[config.mk]
export PLATFORM = sky130hd
export DESIGN_NAME = cobs_crc8_packet_receiver_unit
export DESIGN_NICKNAME = d
export VERILOG_FILES = /design/src/sv/cobsrx_pkg.sv /design/src/sv/cobsrx_ctrl.sv /design/src/sv/cobsrx_dp.sv /design/src/sv/cobs_crc8_packet_receiver_unit.sv
export SDC_FILE = /design/constraint.sdc
export NUM_CORES = 1
export LEC_CHECK = 0
export BUFFER_PORTS_ARGS = -buffer_cell sky130_fd_sc_hd__buf_4
export CAP_MARGIN = 10
export CORE_UTILIZATION = 35
export CTS_BUF_LIST = sky130_fd_sc_hd__clkbuf_16
export CTS_CLUSTER_DIAMETER = 60
export DETAILED_ROUTE_END_ITERATION = 8
export HOLD_SLACK_MARGIN = 0.06
export PLACE_DENSITY_LB_ADDON = 0.1
export SLEW_MARGIN = 25
export SYNTH_ARGS = -nofsm -noshare
export SYNTH_HDL_FRONTEND = slang
export SYNTH_HIERARCHICAL = 1
export SYNTH_SLANG_ARGS = --single-unit
[constraint.sdc]
create_clock -name clk -period 3.3 [get_ports clk]
set_input_delay 0.33 -clock clk [delete_from_list [all_inputs] [get_ports clk]]
set_output_delay 0.33 -clock clk [all_outputs]
set_load 0.05 [all_outputs]
[src/sv/cobsrx_pkg.sv]
// ----------------------------------------------------------------------------
// cobsrx_pkg
// Shared constants, types and the CRC-8 step for the COBS packet receiver.
// ----------------------------------------------------------------------------
package cobsrx_pkg;

    localparam int MAX_DECODED_DEF = 64;
    localparam int BYTE_W          = 8;

    localparam logic [BYTE_W-1:0] CRC_POLY        = 8'h07;
    localparam logic [BYTE_W-1:0] FULL_BLOCK_CODE = 8'hFF;
    localparam logic [BYTE_W-1:0] DELIM_BYTE      = 8'h00;

    typedef enum logic [1:0] {
        ST_RECV,
        ST_READ,
        ST_SEND
    } state_t;

    // controller -> datapath
    typedef struct packed {
        logic ingest;   // non-zero byte transfer
        logic delim;    // delimiter transfer
        logic rd_en;    // read next payload byte from store
        logic rd_adv;   // result transfer, move to next entry
    } cmd_t;

    // datapath -> controller
    typedef struct packed {
        logic byte_zero;
        logic frame_ok;
        logic frame_empty;
        logic rd_last;
    } sts_t;

    // CRC-8, MSB first, no final xor
    function automatic logic [BYTE_W-1:0] crc_update(input logic [BYTE_W-1:0] crc,
                                                     input logic [BYTE_W-1:0] b);
        logic [BYTE_W-1:0] c;
        c = crc ^ b;
        for (int k = 0; k < BYTE_W; k++) begin
            if (c[BYTE_W-1])
                c = {c[BYTE_W-2:0], 1'b0} ^ CRC_POLY;
            else
                c = {c[BYTE_W-2:0], 1'b0};
        end
        return c;
    endfunction

endpackage

[src/sv/cobsrx_ctrl.sv]
// ----------------------------------------------------------------------------
// cobsrx_ctrl
// Controller: takes bytes while receiving, walks the store to drain a frame.
// ----------------------------------------------------------------------------
module cobsrx_ctrl
    import cobsrx_pkg::*;
(
    input  logic clk,
    input  logic rst_n,
    input  logic in_valid,
    output logic in_ready,
    output logic out_valid,
    input  logic out_ready,
    input  sts_t sts,
    output cmd_t cmd
);

    state_t state_reg;
    state_t state_next;

    always_ff @(posedge clk or negedge rst_n)
    begin
        if (!rst_n)
            state_reg <= ST_RECV;
        else
            state_reg <= state_next;
    end

    always_comb
    begin
        state_next = state_reg;
        cmd        = '0;
        in_ready   = 1'b0;
        out_valid  = 1'b0;
        case (state_reg)
            ST_RECV:
            begin
                in_ready = 1'b1;
                if (in_valid) begin
                    if (sts.byte_zero) begin
                        cmd.delim = 1'b1;
                        if (sts.frame_ok)
                            state_next = sts.frame_empty ? ST_SEND : ST_READ;
                    end else begin
                        cmd.ingest = 1'b1;
                    end
                end
            end
            ST_READ:
            begin
                cmd.rd_en  = 1'b1;
                state_next = ST_SEND;
            end
            ST_SEND:
            begin
                out_valid = 1'b1;
                if (out_ready) begin
                    if (sts.rd_last) begin
                        state_next = ST_RECV;
                    end else begin
                        cmd.rd_adv = 1'b1;
                        state_next = ST_READ;
                    end
                end
            end
            default:
            begin
                state_next = ST_RECV;
            end
        endcase
    end

endmodule

[src/sv/cobsrx_dp.sv]
// ----------------------------------------------------------------------------
// cobsrx_dp
// Datapath: COBS decode, CRC-8, decoded byte store and result register.
// ----------------------------------------------------------------------------
module cobsrx_dp
    import cobsrx_pkg::*;
#(
    parameter int MAX_DECODED = MAX_DECODED_DEF
)
(
    input  logic              clk,
    input  logic              rst_n,
    input  logic [BYTE_W-1:0] rx_byte,
    input  cmd_t              cmd,
    output sts_t              sts,
    output logic [BYTE_W-1:0] message_id,
    output logic [BYTE_W-1:0] payload_byte,
    output logic              payload_valid
);

    localparam int AW = $clog2(MAX_DECODED);
    localparam int CW = $clog2(MAX_DECODED + 1);

    logic [BYTE_W-1:0] mem [MAX_DECODED];

    logic [CW-1:0]     cnt_reg,  cnt_next;
    logic [BYTE_W-1:0] rem_reg,  rem_next;
    logic              zp_reg,   zp_next;
    logic [BYTE_W-1:0] crc_reg,  crc_next;
    logic              err_reg,  err_next;

    logic [BYTE_W-1:0] crc_byte_reg;
    logic [BYTE_W-1:0] id_reg;
    logic [BYTE_W-1:0] rd_data_reg;
    logic [CW-1:0]     end_reg;
    logic [CW-1:0]     rd_ptr_reg;
    logic              pv_reg;

    logic              st_en;
    logic [BYTE_W-1:0] st_val;
    logic              wr_en;
    logic              full;

    assign full  = (cnt_reg >= CW'(MAX_DECODED));
    assign wr_en = st_en && !full;

    always_comb
    begin
        st_en  = 1'b0;
        st_val = rx_byte;
        if (cmd.ingest) begin
            if (rem_reg == '0) begin
                st_en  = zp_reg;
                st_val = '0;
            end else begin
                st_en  = 1'b1;
            end
        end
    end

    always_comb
    begin
        cnt_next = cnt_reg;
        rem_next = rem_reg;
        zp_next  = zp_reg;
        crc_next = crc_reg;
        err_next = err_reg;
        if (cmd.delim) begin
            cnt_next = '0;
            rem_next = '0;
            zp_next  = 1'b0;
            crc_next = '0;
            err_next = 1'b0;
        end else if (cmd.ingest) begin
            if (rem_reg == '0) begin
                rem_next = rx_byte - BYTE_W'(1);
                zp_next  = (rx_byte != FULL_BLOCK_CODE);
            end else begin
                rem_next = rem_reg - BYTE_W'(1);
            end
            if (st_en) begin
                if (full) begin
                    err_next = 1'b1;
                end else begin
                    cnt_next = cnt_reg + CW'(1);
                    if (cnt_reg != '0)
                        crc_next = crc_update(crc_reg, st_val);
                end
            end
        end
    end

    always_ff @(posedge clk or negedge rst_n)
    begin
        if (!rst_n) begin
            cnt_reg <= '0;
            rem_reg <= '0;
            zp_reg  <= 1'b0;
            crc_reg <= '0;
            err_reg <= 1'b0;
        end else begin
            cnt_reg <= cnt_next;
            rem_reg <= rem_next;
            zp_reg  <= zp_next;
            crc_reg <= crc_next;
            err_reg <= err_next;
        end
    end

    // store and read port
    always_ff @(posedge clk)
    begin
        if (wr_en)
            mem[cnt_reg[AW-1:0]] <= st_val;
        if (cmd.rd_en)
            rd_data_reg <= mem[rd_ptr_reg[AW-1:0]];
    end

    always_ff @(posedge clk)
    begin
        if (wr_en && cnt_reg == CW'(0))
            crc_byte_reg <= st_val;
        if (wr_en && cnt_reg == CW'(1))
            id_reg <= st_val;
        if (cmd.delim) begin
            end_reg    <= cnt_reg;
            rd_ptr_reg <= CW'(2);
            pv_reg     <= (cnt_reg != CW'(2));
        end else if (cmd.rd_adv) begin
            rd_ptr_reg <= rd_ptr_reg + CW'(1);
        end
    end

    assign sts.byte_zero   = (rx_byte == DELIM_BYTE);
    assign sts.frame_ok    = !err_reg && (rem_reg == '0) && (cnt_reg >= CW'(2))
                             && (crc_byte_reg == crc_reg);
    assign sts.frame_empty = (cnt_reg == CW'(2));
    assign sts.rd_last     = !pv_reg || ((rd_ptr_reg + CW'(1)) == end_reg);

    assign message_id    = id_reg;
    assign payload_byte  = pv_reg ? rd_data_reg : '0;
    assign payload_valid = pv_reg;

endmodule

[src/sv/cobs_crc8_packet_receiver_unit.sv]
// ----------------------------------------------------------------------------
// cobs_crc8_packet_receiver_unit
// COBS deframer with CRC-8 check; emits id and payload of good frames.
// ----------------------------------------------------------------------------
//  channel   dir  payload                                   
//  s_axis    in   tdata[7:0] rx_byte                        
//  m_axis    out  tdata[7:0] message_id, [15:8] payload_byte,
//                 tuser payload_valid, tlast last            
//
//  Bytes are taken one per cycle while receiving; decode and CRC run per byte.
//  A good frame's delimiter starts a drain: per result a store read, then a
//  result transfer (held by any output stall); an empty payload needs only
//  the transfer. Input is held off during the drain only; bad frames skip it.
//  Reset is asynchronous; the byte store needs no clearing pass.
// ----------------------------------------------------------------------------
module cobs_crc8_packet_receiver_unit
    import cobsrx_pkg::*;
#(
    parameter int MAX_DECODED = MAX_DECODED_DEF
)
(
    input  logic        clk,
    input  logic        rst_n,
    input  logic        s_axis_tvalid,
    output logic        s_axis_tready,
    input  logic [7:0]  s_axis_tdata,   // [7:0] rx_byte
    output logic        m_axis_tvalid,
    input  logic        m_axis_tready,
    output logic [15:0] m_axis_tdata,   // [7:0] message_id, [15:8] payload_byte
    output logic        m_axis_tuser,   // payload_valid
    output logic        m_axis_tlast
);

    cmd_t              cmd;
    sts_t              sts;
    logic [BYTE_W-1:0] message_id;
    logic [BYTE_W-1:0] payload_byte;

    cobsrx_ctrl u_ctrl (
        .clk       (clk),
        .rst_n     (rst_n),
        .in_valid  (s_axis_tvalid),
        .in_ready  (s_axis_tready),
        .out_valid (m_axis_tvalid),
        .out_ready (m_axis_tready),
        .sts       (sts),
        .cmd       (cmd)
    );

    cobsrx_dp #(
        .MAX_DECODED (MAX_DECODED)
    ) u_dp (
        .clk           (clk),
        .rst_n         (rst_n),
        .rx_byte       (s_axis_tdata),
        .cmd           (cmd),
        .sts           (sts),
        .message_id    (message_id),
        .payload_byte  (payload_byte),
        .payload_valid (m_axis_tuser)
    );

    assign m_axis_tdata = {payload_byte, message_id};
    assign m_axis_tlast = sts.rd_last;

endmodule

== After elaboration in Yosys (flattened, before gate mapping) ==
Memories as Yosys holds them, arrays and structs flattened. A register that Yosys moved wholly into a read port is not among the register bits.
Cells that the tools add are included.

* Memories kept: 1
* Logic and storage cells: 151
* Memory bits (writable): 512
* Output and inout bits: 20
* Register bits: 58
* Input port bits: 12

{| class="wikitable"
|+ Memory list
! name !! words !! bits a word !! rd ports !! clocked after Yosys merged registers in !! write ports !! line !! RTL
|-
| u_dp.mem || 64 || 8 || 1 || 1 || 1 || cobsrx_dp.sv:24 || <nowiki>logic [BYTE_W-1:0] mem [MAX_DECODED];</nowiki>
|}

* Bitwise gates (word level): 9
* Add/sub/neg operators: 4
* Equality and inequality tests: 13
* Magnitude comparators: 2
* Reductions and logical operators: 25
* Muxes and demuxes: 86

{| class="wikitable"
|+ Operator list
! kind !! count
|-
| $mux W8 || 46
|-
| $mux W7 || 4
|-
| $mux W3 || 8
|-
| $not A3 Y3 || 8
|-
| $mux W1 || 20
|-
| $logic_not A8 Y1 || 2
|-
| $sub A8 B1 Y8 const B || 2
|-
| $add A7 B1 Y7 const B || 2
|-
| $mux W2 || 7
|-
| $ne A2 B2 Y1 const B || 5
|-
| $reduce_bool A2 Y1 || 5
|-
| $eq A8 B8 Y1 || 1
|-
| $ne A8 B8 Y1 const B || 1
|-
| $reduce_and A4 Y1 || 2
|-
| $xor A8 B8 Y8 || 1
|-
| $eq A7 B1 Y1 const B || 1
|-
| $eq A7 B2 Y1 const B || 1
|-
| $eq A7 B7 Y1 || 1
|-
| $ge A7 B2 Y1 const B || 1
|-
| $ge A7 B7 Y1 const B || 1
|-
| $logic_not A7 Y1 || 1
|-
| $ne A7 B2 Y1 const B || 1
|-
| $reduce_bool A7 Y1 || 1
|-
| $logic_and A1 B1 Y1 || 6
|-
| 8 further kinds || 11
|}

== Logic depth before layout (Yosys ltp) ==
* Word-level depth: 62
* Depth in mapped cells: 14
* Depth with buffers taken out: 12

== Cells and area by module ==
The synthesis kept the hierarchy.

{| class="wikitable"
|+ Modules (own cells, without submodules)
! module !! sequential area each (um2) !! times used !! area each (um2) !! cells an instance
|-
| cobsrx_dp || 17101.4 || 1 || 23169.7 || 1157
|-
| cobsrx_ctrl || 50.0 || 1 || 137.6 || 14
|}

== Worst setup path before layout ==
OpenSTA, ideal clock, no wires.

* Kind: reg-to-reg
* Start: reg u_dp.rd_ptr_reg[1]
* End: reg u_dp.rd_ptr_reg[6]
* Arrival time: 3641 ps
* Slack: -469 ps
* Library setup time: 128 ps
* Stages on the path, launching flop included: 15
* Cells stage by stage: dfxtp_1 -> clkbuf_1 -> clkbuf_1 -> buf_1 -> nand3_1 -> nor3_1 -> a21oi_1 -> a21oi_1 -> a21oi_1 -> o21ai_0 -> and4bb_4 -> and3_1 -> nand3_1 -> xor2_1 -> nor2_1

{| class="wikitable"
|+ RTL lines
! item !! line !! RTL
|-
| start, declared || cobsrx_dp.sv:36 || <nowiki>logic [CW-1:0] rd_ptr_reg;</nowiki>
|-
| start signal, assigned || cobsrx_dp.sv:130 || <nowiki>rd_ptr_reg <= rd_ptr_reg + CW'(1);</nowiki>
|}

== Final worst setup path ==
* Start: reg u_dp.rd_ptr_reg[0]
* End: out m_axis_tlast

* Longest elaborated chain between the ends: 3

{| class="wikitable"
|+ Ends and longest elaborated chain
! item !! line !! RTL
|-
| $add A7 B1 Y7 || cobsrx_dp.sv:138 || <nowiki>assign sts.rd_last = !pv_reg || ((rd_ptr_reg + CW'(1)) == end_reg);</nowiki>
|-
| $eq A7 B7 Y1 || cobsrx_dp.sv:138 ||
|-
| $logic_or A1 B1 Y1 || cobsrx_dp.sv:138 ||
|-
| end, declared || cobs_crc8_packet_receiver_unit.sv:31 || <nowiki>output logic m_axis_tlast</nowiki>
|}

No other way between the ends.

==> impl_metrics.csv <==
group,metric,value,unit
yosys,net_count_of_the_mapped_netlist,1188,
setup_path,worst_path_arrival_time,2760,ps
yosys,synth_top_flop_cell,"sky130_fd_sc_hd__edfxtp_1",
global_route,grt_use_total,17.3,%
setup_path,timing.reg2reg.setup_slack,350,ps
floorplanning,dieWidth,260,um
route,wl_per_cell,26.1,um
placed_design,post_dp_cell_area,0.0250,mm2
setup_path,path_class,"reg2out",
cts,cts-htree-levels,3,
layout,multi_input_area,0.00593,mm2
timing,worst_hold_slack,151,ps
cts,clkTransAtPathRegs,60,ps
yosys,synthesis.area,0.0233,mm2
global_route,grt_start_max_net_pins,67,
timing,period_needed,3090,ps
timing,timing_hold_violations_final,0,
yosys,post_synthesis_mean_instance_area,19.9,um2
global_route,overflow,0,
cts,clock_sink_count,578,
placed_design,port_buffers,31,
yosys,synthesis.instances,1171,
run_status,run_status,"complete, no violations",
layout,seq_area,0.0172,mm2
job,maxCapViolations,0,
setup_path,crit_chain,"ha_2 -> or3b_2 -> o211ai_1 -> o21ai_0 -> a21oi_1 -> nand4_1 -> o21ai_2 -> buf_4",
timing,timing.final.crit_share,93.6,%
cts,clk_root_buffer_cell,"sky130_fd_sc_hd__clkbuf_16",
yosys,synth_cell_type_count,53,
timing,clock.fmax,0.324,GHz
layout,finalInstanceArea,0.0271,mm2
route,routed_wl,56.6,mm
worst_hold_path,hold_start,"s_axis_tvalid",
placed_design,gp_congestion,0.790,
cts,tritoncts_clock_tree,"built",
setup_path,cp_slowest_cell,"sky130_fd_sc_hd__dfxtp_4",
yosys,ys_async_sr_fraction,4.67,%
route,drc_errors,0,
cts,setup_repair_bufs_after_cts,0,
timing,finalMaxSlewViolations,0,
layout,proportion_of_layout_cells_with_a_drive_suffix_above_1,29.6,%
placed_design,dp_slack,93.3,ps
layout,num_antenna_cells,0,
floorplanning,std_cell_rows,94,
layout,nets,1280,
yosys,post_synth_edffs,544,
route,drtIter0Drc,874,
worst_hold_path,worst_hold_path_endpoint,"u_ctrl/state_reg[0]",
placed_design,final_hpwl_from_detailed_placement,35.7,mm
power_and_ir_drop,totalPowerFinal,21600,uW
setup_path,worstPathRequired,2970,ps
timing,worst_slack,212,ps
timing,setup_violations,0,
worst_hold_path,worst_hold_path_type,"in2reg",
layout,areaGrowthSynthToFinish,16.1,%
timing,tightest_slew,875,ps
timing,rsz0062_at_grt,"no",
yosys,ys_seq_elements,578,
setup_path,worst_r2r_path_depth,6,
setup_path,worst-path-max-fanout,10,
global_route,first_global_vias,11800,
global_route,first_pass_grt_wire_length,84.0,mm
yosys,seq_area_frac_synth,73.6,%
yosys,ys.warnings.count,6,
setup_path,setup.worst_path.start_class,"flop",
setup_path,critPathCaptureType,"output port",
power_and_ir_drop,pwr_density_cell,798,mW/mm2
timing,worst_clock_skew,18.4,ps
cts,clock_insertion_delay_worst_skew,580,ps
layout,fillerInstances,5839,
route,antenna_violating_nets_post_route,0,
layout,largest_register_ff_count,512,
setup_path,reg2reg_from,"u_dp/rd_ptr_reg[0]",
power_and_ir_drop,power.static_leakage,0.00858,uW
floorplanning,ios,32,
setup_path,regToRegEndpoint,"u_dp/rd_data_reg[7]",
route,detailedRoute.firstPassIterationCount,5,
global_route,grt_antenna_before_repair,0,
power_and_ir_drop,ir_worst_vdd,489,uV
floorplanning,die_area,0.0676,mm2
floorplanning,floorplan.initialDensity,35.4,%
cts,cts_max_path_buffers,3,
floorplanning,dieHeight,260,um
cts,numCtsBuffers,66,
timing,slew_headroom,41.5,%
floorplanning,std_cell_core_area,0.0659,mm2
route,routed_via_density,5.21,
route,via_count,11300,
worst_hold_path,hold_path_depth,3,
setup_path,cpPeakStageDelay,490,ps
-- placed cells by master (no fill, tap or decap), types with 4 or more instances in the layout --
master                      netlist  layout
sky130_fd_sc_hd__nor2_2           0      20
sky130_fd_sc_hd__xor2_1          16      16
sky130_fd_sc_hd__or3_1            8       8
sky130_fd_sc_hd__nor3_1          10      10
sky130_fd_sc_hd__clkinv_2         0       9
sky130_fd_sc_hd__o21ai_0          7       6
sky130_fd_sc_hd__edfxtp_1       544     544
sky130_fd_sc_hd__mux2i_1          6       6
sky130_fd_sc_hd__ha_1             5       4
sky130_fd_sc_hd__buf_12           0      15
sky130_fd_sc_hd__clkinv_1         0       9
sky130_fd_sc_hd__a22oi_1          9       9
sky130_fd_sc_hd__nand3_1          9       9
sky130_fd_sc_hd__dfrtp_1         27      27
sky130_fd_sc_hd__mux4_2         160     160
sky130_fd_sc_hd__buf_4            1      73
sky130_fd_sc_hd__nor2b_1          8       7
sky130_fd_sc_hd__a211oi_1         8       8
sky130_fd_sc_hd__clkbuf_16        0      69
sky130_fd_sc_hd__and3_1           8       8
sky130_fd_sc_hd__a21oi_1         31      31
sky130_fd_sc_hd__nand2_1         22      22
sky130_fd_sc_hd__xnor2_1         31      31
sky130_fd_sc_hd__nor2_1         102      82
sky130_fd_sc_hd__nand4_1         12      12
sky130_fd_sc_hd__and2_2           1       7
sky130_fd_sc_hd__and2_1          18      11
sky130_fd_sc_hd__inv_1            9      28
-- critical path: cells and delay by family, from the launching register on --
| kind | cells | cell delay (ps) |
|---|---|---|
| flip-flops | 1 | 490 |
| adder cells (fa/ha/maj) | 1 | 300 |
| buffers and inverters | 1 | 240 |
| AO/OA/AOI/OAI | 4 | 580 |
| AND/OR/NAND/NOR | 2 | 560 |
-- cell usage after synthesis, drive strengths merged, types with 12 or more instances --
cell type,instances,area [um2]
clkbuf,38,143
nor2,102,383
xor2,16,140
buf,29,135
nor3,12,70.1
nand4,12,75.1
and2,19,120
dfrtp,27,676
a21oi,31,155
edfxtp,544,16300
nand2,22,82.6
mux4,160,3600
xnor2,32,299
-- routing by layer --
metal,vias up,part of all wire (%),track usage (%)
li1,4956,-,-
met1,6051,47,25.7
met2,255,47,26.8
met3,65,3.8,2.27
met4,0,1.6,4.60
met5,-,0,0
-- metrics by stage --
stage	TNS [ps]	std cells	utilization (%)
3_5_place_dp	0	2056	38.0
5_1_grt	0	2173	41.1
3_3_place_gp	0	2056	38.0
2_1_floorplan	-13210	1171	-
4_1_cts	0	2173	41.1
6_report	0	2173	41.1
-- worst max-delay path by stage --
stage / start / cells after the start / slack [ps] / endpoint
6_report: u_dp/rd_ptr_reg[0] / 8 / 210 / m_axis_tlast
5_1_grt: u_dp/rd_ptr_reg[0] / 8 / 50 / m_axis_tlast
4_1_cts: u_dp/rd_ptr_reg[0] / 8 / 60 / m_axis_tlast
3_5_place_dp: s_axis_tdata[1] / 11 / 90 / u_dp/mem[37][7]
3_3_place_gp: s_axis_tdata[1] / 11 / 150 / u_dp/mem[20][1]
2_1_floorplan: s_axis_tdata[3] / 12 / -140 / u_dp/mem[11][0]
-- power breakdown --
part	leakage [uW]	switching (uW)	total (uW)	internal [uW]
logic	0.00226	3200	6060	2870
clock network	0.00105	2810	6660	3850
registers	0.00527	432	8860	8420
total	0.00858	6440	21600	15100
-- cell families (layout without fill, tap and decap cells) --
kind of cell / after synthesis / in the layout / share of synthesized area [%]
buffers and inverters: 76 / 214 / 1.34
AOI/OAI and AO/OA: 73 / 73 / 2.09
muxes: 166 / 166 / 15.7
adders and majority gates: 5 / 5 / 0.268
DFF: 578 / 578 / 73.6
and+or+nand+nor: 222 / 222 / 4.82
xor gates and xnor gates: 51 / 51 / 2.17
-- area by class of cell --
class / instances / share of cell area, %
flip-flops and latches: 578 / 63.4
multi-input cells: 517 / 21.9
clock buffers: 69 / 6.38
well taps: 864 / 4.00
repair buffers: 91 / 3.25
clock inverters: 45 / 0.902
inverters: 9 / 0.125
-- timing repair --
action	in CTS	in global routing
hold buffers	3	0
endpoints found under the hold margin	28	0
setup endpoints to repair	0	1
resized for setup	0	1
Note: power is estimated with default switching activity, not from simulation.
